$ cat src/design/polygon_area_with_holes_top_macros.svh
// Assertion macros shared by the polygon area modules.
// Each expects clk and rst_n to be visible where it is used.
`ifndef POLYGON_AREA_WITH_HOLES_TOP_MACROS_SVH
`define POLYGON_AREA_WITH_HOLES_TOP_MACROS_SVH

// same-cycle implication
`define PAHW_ASSERT_IMP(lbl, pre, post, msg) \
  lbl: assert property (@(posedge clk) disable iff (!rst_n) (pre) |-> (post)) else $error(msg);

// next-cycle implication
`define PAHW_ASSERT_NXT(lbl, pre, post, msg) \
  lbl: assert property (@(posedge clk) disable iff (!rst_n) (pre) |=> (post)) else $error(msg);

`endif

$ cat src/design/pahw_pkg.sv
// Shared widths, word layout, pipeline tag type and overflow helpers
// for the polygon area block. No dependencies.
package pahw_pkg;

  localparam int COORD_BITS = 24;
  localparam int FIELD_W    = 24;
  localparam int PROD_W     = 2 * COORD_BITS;
  localparam int CROSS_W    = PROD_W + 1;
  localparam int ACC_W      = 64;
  localparam int IN_DATA_W  = 2 * FIELD_W;
  localparam int IN_USER_W  = 3;

  localparam int UB_RING_END = 0;
  localparam int UB_IS_HOLE  = 1;
  localparam int UB_IS_POLY  = 2;

  localparam logic [ACC_W-1:0] ACC_MIN = {1'b1, {(ACC_W-1){1'b0}}};

  typedef struct packed {
    logic start;
    logic close;
    logic hole;
    logic gend;
    logic poly;
  } pahw_tag_t;

  function automatic logic signed [COORD_BITS-1:0] coord_of(input logic [FIELD_W-1:0] f);
    logic [31:0] z;
    z = 32'(f);
    return z[COORD_BITS-1:0];
  endfunction

  function automatic logic add_ovf(input logic [ACC_W-1:0] a, input logic [ACC_W-1:0] b,
                                   input logic [ACC_W-1:0] s);
    return (a[ACC_W-1] == b[ACC_W-1]) && (s[ACC_W-1] != a[ACC_W-1]);
  endfunction

  function automatic logic sub_ovf(input logic [ACC_W-1:0] a, input logic [ACC_W-1:0] b,
                                   input logic [ACC_W-1:0] s);
    return (a[ACC_W-1] != b[ACC_W-1]) && (s[ACC_W-1] != a[ACC_W-1]);
  endfunction

endpackage

$ cat src/design/pahw_geom.sv
// Geometry stage: ring magnitude, outer/hole total, overflow and result register.
// Depends on pahw_pkg.
`include "polygon_area_with_holes_top_macros.svh"

module pahw_geom import pahw_pkg::*; (
  input  logic             clk,
  input  logic             rst_n,
  input  logic             v_in,
  input  logic [ACC_W-1:0] ring_in,
  input  logic             ovf_in,
  input  pahw_tag_t        tag_in,
  output logic             stall,
  output logic             out_tvalid,
  input  logic             out_tready,
  output logic [ACC_W-1:0] area_out,
  output logic             ovf_out
);

  logic [ACC_W-1:0] geom_r, geom_nxt, mag, sum;
  logic             ovf_seen_r, ovf_nxt;
  logic             mag_ovf, sum_ovf;
  logic             out_v_r;
  logic [ACC_W-1:0] area_r;
  logic             out_ovf_r;
  logic             load;

  assign stall = v_in && tag_in.gend && out_v_r && !out_tready;
  assign load  = v_in && tag_in.gend && !stall;

  always_comb begin
    mag     = ring_in[ACC_W-1] ? ('0 - ring_in) : ring_in;
    mag_ovf = (ring_in == ACC_MIN);
    sum     = tag_in.hole ? (geom_r - mag) : (geom_r + mag);
    sum_ovf = tag_in.hole ? sub_ovf(geom_r, mag, sum) : add_ovf(geom_r, mag, sum);
    geom_nxt = tag_in.close ? sum : geom_r;
    ovf_nxt  = ovf_seen_r | ovf_in | (tag_in.close & (mag_ovf | sum_ovf));
  end

  always_ff @(posedge clk) begin
    if (!rst_n) begin
      geom_r     <= '0;
      ovf_seen_r <= 1'b0;
      out_v_r    <= 1'b0;
    end else begin
      if (v_in && !stall) begin
        if (tag_in.gend) begin
          geom_r     <= '0;
          ovf_seen_r <= 1'b0;
        end else begin
          geom_r     <= geom_nxt;
          ovf_seen_r <= ovf_nxt;
        end
      end
      if (load) begin
        out_v_r <= 1'b1;
      end else if (out_tready) begin
        out_v_r <= 1'b0;
      end
    end
  end

  always_ff @(posedge clk) begin
    if (load) begin
      area_r    <= tag_in.poly ? geom_nxt : '0;
      out_ovf_r <= tag_in.poly & ovf_nxt;
    end
  end

  assign out_tvalid = out_v_r;
  assign area_out   = area_r;
  assign ovf_out    = out_ovf_r;

  `PAHW_ASSERT_IMP(a_stall_needs_full, stall, out_v_r, "stall with empty result register")
  `PAHW_ASSERT_NXT(a_load_shows, load, out_v_r, "loaded result not presented")
  `PAHW_ASSERT_NXT(a_nonpoly_zero, load && !tag_in.poly, (area_r == '0) && !out_ovf_r, "non-polygon result not zero")

endmodule

$ cat config.mk
export PLATFORM = sky130hd
export DESIGN_NAME = pahw_geom
export DESIGN_NICKNAME = d
export VERILOG_FILES = /design/src/design/pahw_pkg.sv /design/src/design/pahw_geom.sv
export VERILOG_INCLUDE_DIRS = /design/src /design/src/design
export SDC_FILE = /design/constraint.sdc
export NUM_CORES = 1
export LEC_CHECK = 0
export BUFFER_PORTS_ARGS = -buffer_cell sky130_fd_sc_hd__buf_4
export CAP_MARGIN = 10
export CORE_UTILIZATION = 60
export DETAILED_ROUTE_END_ITERATION = 8
export PLACE_DENSITY = 0.81
export SETUP_SLACK_MARGIN = 0.02
export SLEW_MARGIN = 20
export SYNTH_ARGS = -nofsm -noshare
export SYNTH_HDL_FRONTEND = slang
export SYNTH_SLANG_ARGS = --single-unit
$ cat constraint.sdc
create_clock -name clk -period 9.99 [get_ports clk]
set_clock_uncertainty 0.05 [all_clocks]
set_input_delay 0.999 -clock clk [delete_from_list [all_inputs] [get_ports clk]]
set_output_delay 0.999 -clock clk [all_outputs]
set_load 0.01 [all_outputs]
==> impl_metrics.xml <==
<?xml version="1.0" encoding="UTF-8"?>
<metrics>
  <group name="grt">
    <metric name="grt_max_degree" unit="">85</metric>
    <metric name="grt_usage" unit="">0.335</metric>
    <metric name="grt_first_pass_wirelength" unit="um">58300</metric>
    <metric name="grt_pass1_vias" unit="">11000</metric>
    <metric name="global_route.overflow_total" unit="">0</metric>
    <metric name="grt_antenna_before_repair" unit="">0</metric>
  </group>
  <group name="routing">
    <metric name="routed_via_count" unit="">12300</metric>
    <metric name="drt_drc_violations_left" unit="">2</metric>
    <metric name="avgViaCountPerCell" unit="">6.32</metric>
    <metric name="number_of_search_and_repair_iterations_in_the_first_detailed_routing_pass" unit="">7</metric>
    <metric name="detail_route.wl_per_cell" unit="um">18.9</metric>
    <metric name="drt.antenna.violating_nets" unit="">0</metric>
    <metric name="routed_wirelength" unit="um">36700</metric>
    <metric name="drt_iter0_markers" unit="">871</metric>
  </group>
  <group name="power_and_ir_drop">
    <metric name="p_leak" unit="nW">5.96</metric>
    <metric name="power-per-cell-area" unit="nW/um^2">135</metric>
    <metric name="power" unit="mW">1.96</metric>
    <metric name="vdd_ir_drop_max" unit="mV">0.129</metric>
  </group>
  <group name="timing">
    <metric name="finalCritPeriodShare" unit="">0.828</metric>
    <metric name="totalNegativeSetupSlack" unit="ns">0</metric>
    <metric name="fin_worst_hold_slack" unit="ns">0.448</metric>
    <metric name="final-hold-violation-count" unit="">0</metric>
    <metric name="setup-violations-final" unit="">0</metric>
    <metric name="max_clock_freq" unit="MHz">121</metric>
    <metric name="min_period" unit="ns">8.27</metric>
    <metric name="worst-slew-pin-transition" unit="ns">1.10</metric>
    <metric name="setup_slack_of_the_critical_path_after_layout" unit="ns">1.72</metric>
    <metric name="rsz0062_at_grt" unit="">false</metric>
    <metric name="final-max-slew-violation-count" unit="">0</metric>
    <metric name="slew_headroom" unit="">0.265</metric>
  </group>
  <group name="floorplan">
    <metric name="die_y" unit="um">148</metric>
    <metric name="die-area" unit="sq um">22000</metric>
    <metric name="ioPinCount" unit="">141</metric>
    <metric name="rows" unit="">53</metric>
    <metric name="floorplan.core_area" unit="sq um">21000</metric>
    <metric name="dieWidth" unit="um">148</metric>
    <metric name="initial_utilization" unit="">0.611</metric>
  </group>
  <group name="place">
    <metric name="numPortBuffers" unit="">139</metric>
    <metric name="hpwl" unit="um">27500</metric>
    <metric name="dp_slack" unit="ns">1.44</metric>
    <metric name="finalWeightedCongestion" unit="">0.964</metric>
  </group>
  <group name="cts">
    <metric name="cts_hold_repair.buffers" unit="">0</metric>
    <metric name="cts_tree" unit="">yes</metric>
    <metric name="clk_transition_reported_paths" unit="ns">0.06</metric>
    <metric name="clock_tree.root_cell" unit="">sky130_fd_sc_hd__clkbuf_16</metric>
    <metric name="post_cts_setup_buffers" unit="">0</metric>
    <metric name="postCtsResizedCells" unit="">0</metric>
    <metric name="clock_sinks" unit="">131</metric>
    <metric name="numCtsBuffers" unit="">17</metric>
    <metric name="clock_insertion_delay_worst_skew" unit="ns">0.42</metric>
    <metric name="htree_num_levels" unit="">4</metric>
    <metric name="cts_buffer_depth" unit="">2</metric>
  </group>
  <group name="yosys">
    <metric name="synth_top_cell_area_share" unit="">0.152</metric>
    <metric name="ys.warnings.count" unit="">0</metric>
    <metric name="seq_area_frac_synth" unit="">0.255</metric>
    <metric name="synth.cells.most_frequent" unit="">sky130_fd_sc_hd__nand2_1, sky130_fd_sc_hd__a21oi_1, sky130_fd_sc_hd__clkbuf_1</metric>
    <metric name="number_of_synthesized_flops_with_an_enable_pin" unit="">65</metric>
    <metric name="yosys.cell_types.count" unit="">81</metric>
    <metric name="synth.cell_area" unit="sq um">12800</metric>
    <metric name="post_syn_nets" unit="">1742</metric>
    <metric name="synth_ff_type" unit="">sky130_fd_sc_hd__dfxtp_1</metric>
    <metric name="synth_most_common_cell" unit="">sky130_fd_sc_hd__nand2_1</metric>
    <metric name="syn-mean-instance-area" unit="sq um">8.02</metric>
    <metric name="synth_top_cells_by_area" unit="">sky130_fd_sc_hd__edfxtp_1, sky130_fd_sc_hd__dfxtp_1, sky130_fd_sc_hd__xor2_1</metric>
    <metric name="synth_cells" unit="">1602</metric>
    <metric name="synth_top_area_cell" unit="">sky130_fd_sc_hd__edfxtp_1</metric>
    <metric name="async_reset_ff_frac" unit="">0</metric>
    <metric name="ys_ff_latch" unit="">131</metric>
  </group>
  <group name="min_path">
    <metric name="hold_path.class" unit="">flip-flop to flip-flop</metric>
  </group>
  <group name="layout">
    <metric name="utilization" unit="">0.690</metric>
    <metric name="antennaDiodeCount" unit="">0</metric>
    <metric name="areaGrowthSynthToFinish" unit="%">12.9</metric>
    <metric name="num-fill-cells" unit="">1758</metric>
    <metric name="layout-drive-gt1-share" unit="">0.126</metric>
    <metric name="finalNetCount" unit="">1795</metric>
  </group>
  <group name="status">
    <metric name="outcome" unit="">finished, violations left</metric>
    <metric name="failed_checks" unit="">design-rule violations</metric>
  </group>
  <group name="worst_setup_path">
    <metric name="worst-endpoint-required" unit="ns">10.17</metric>
    <metric name="cp_slowest_cell" unit="">sky130_fd_sc_hd__nor3b_1</metric>
    <metric name="start_kind" unit="">input pin</metric>
    <metric name="crit_path_end_kind" unit="">flip-flop</metric>
    <metric name="path_delay_family" unit="">simple AND/OR/NAND/NOR gates</metric>
    <metric name="cp_max_fanout" unit="">10</metric>
    <metric name="critical_path.n_buffers_inverters" unit="">2</metric>
    <metric name="critical-path-max-stage-delay" unit="ns">0.90</metric>
    <metric name="arrival_time_of_the_worst_setup_path" unit="ns">8.45</metric>
    <metric name="worst-setup-path-type" unit="">input pin to flip-flop</metric>
  </group>
  <group name="job">
    <metric name="max_cap_viol_count" unit="">0</metric>
  </group>
</metrics>
## cells in the final DEF, fill, tap and decap left out, drive strengths merged, types with 25 or more instances in the layout
cell type,Yosys,routed
buf,18,149
nand2,126,126
a21oi,123,123
o21ai,97,97
nor2,94,94
xor2,93,93
xnor2,91,91
nor2b,84,84
dfxtp,66,66
ha,65,65
edfxtp,65,65
and2,51,51
mux2i,47,47
a21o,46,46
nand3,35,35
nor3,32,32
a31oi,28,28
inv,27,28
nand4,27,27
or3,25,25
## registers in the layout, indices dropped and copies added (netlist names)
signal and count:
out_tvalid 1, geom_r 64, ovf_seen_r 1, ovf_out 1
area_out 64
## metrics by stage
| step | std cells | cell area [sq um] |
|---|---|---|
| after floorplan | 1602 | 12800 |
| after global placement | 1911 | 13900 |
| after detailed placement | 1911 | 13900 |
| after CTS | 1943 | 14500 |
| after global routing | 1943 | 14500 |
| final | 1943 | 14500 |
## cells by family after synthesis
family | share of synthesized area
compound gates | 0.235
fa+ha+maj | 0.0648
buf+inv | 0.0432
flops | 0.255
simple gates | 0.236
mux | 0.0404
xor+xnor | 0.125
## tightest hold or removal path: stages (launching register included)
cell and delay, ns:
sky130_fd_sc_hd__dfxtp_1 0.33, sky130_fd_sc_hd__nand2_1 0.06, sky130_fd_sc_hd__o21ai_0 0.06
## area by class of cell
type | instances | area, sq um | share of cell area
repair buffers | 149 | 1120 | 0.0771
clock inverters | 11 | 176 | 0.0122
flip-flops and latches | 131 | 3270 | 0.226
well taps | 275 | 344 | 0.0237
clock buffers | 21 | 450 | 0.0311
multi-input cells | 1328 | 9040 | 0.623
inverters | 28 | 105 | 0.00725
## worst paths after layout
| path | start | to | slack, ns | depth (start not counted) |
|---|---|---|---|---|
| setup reg to reg | geom_r[0] | area_out[60] | 5.51 | 15 |
| hold / removal | geom_r[57] | geom_r[57] | 0.45 | 2 |
| setup / recovery | ring_in[0] | area_out[63] | 1.72 | 28 |
| hold reg to reg | geom_r[57] | geom_r[57] | 0.45 | 2 |
## where the power goes
group	switching, mW	leakage (nW)	total [mW]	internal [mW]
registers	0.0167	1.16	0.617	0.600
clock network	0.241	0.302	0.667	0.426
logic	0.414	4.50	0.671	0.258
total	0.671	5.96	1.96	1.28
## layer usage
layer	track usage	vias up	share of wire
met1	0.496	5811	0.47
met4	0.0948	0	0.014
met2	0.500	482	0.43
met3	0.0503	38	0.080
met5	0	-	0
li1	-	5946	-
(Power assumes the default switching activity.)
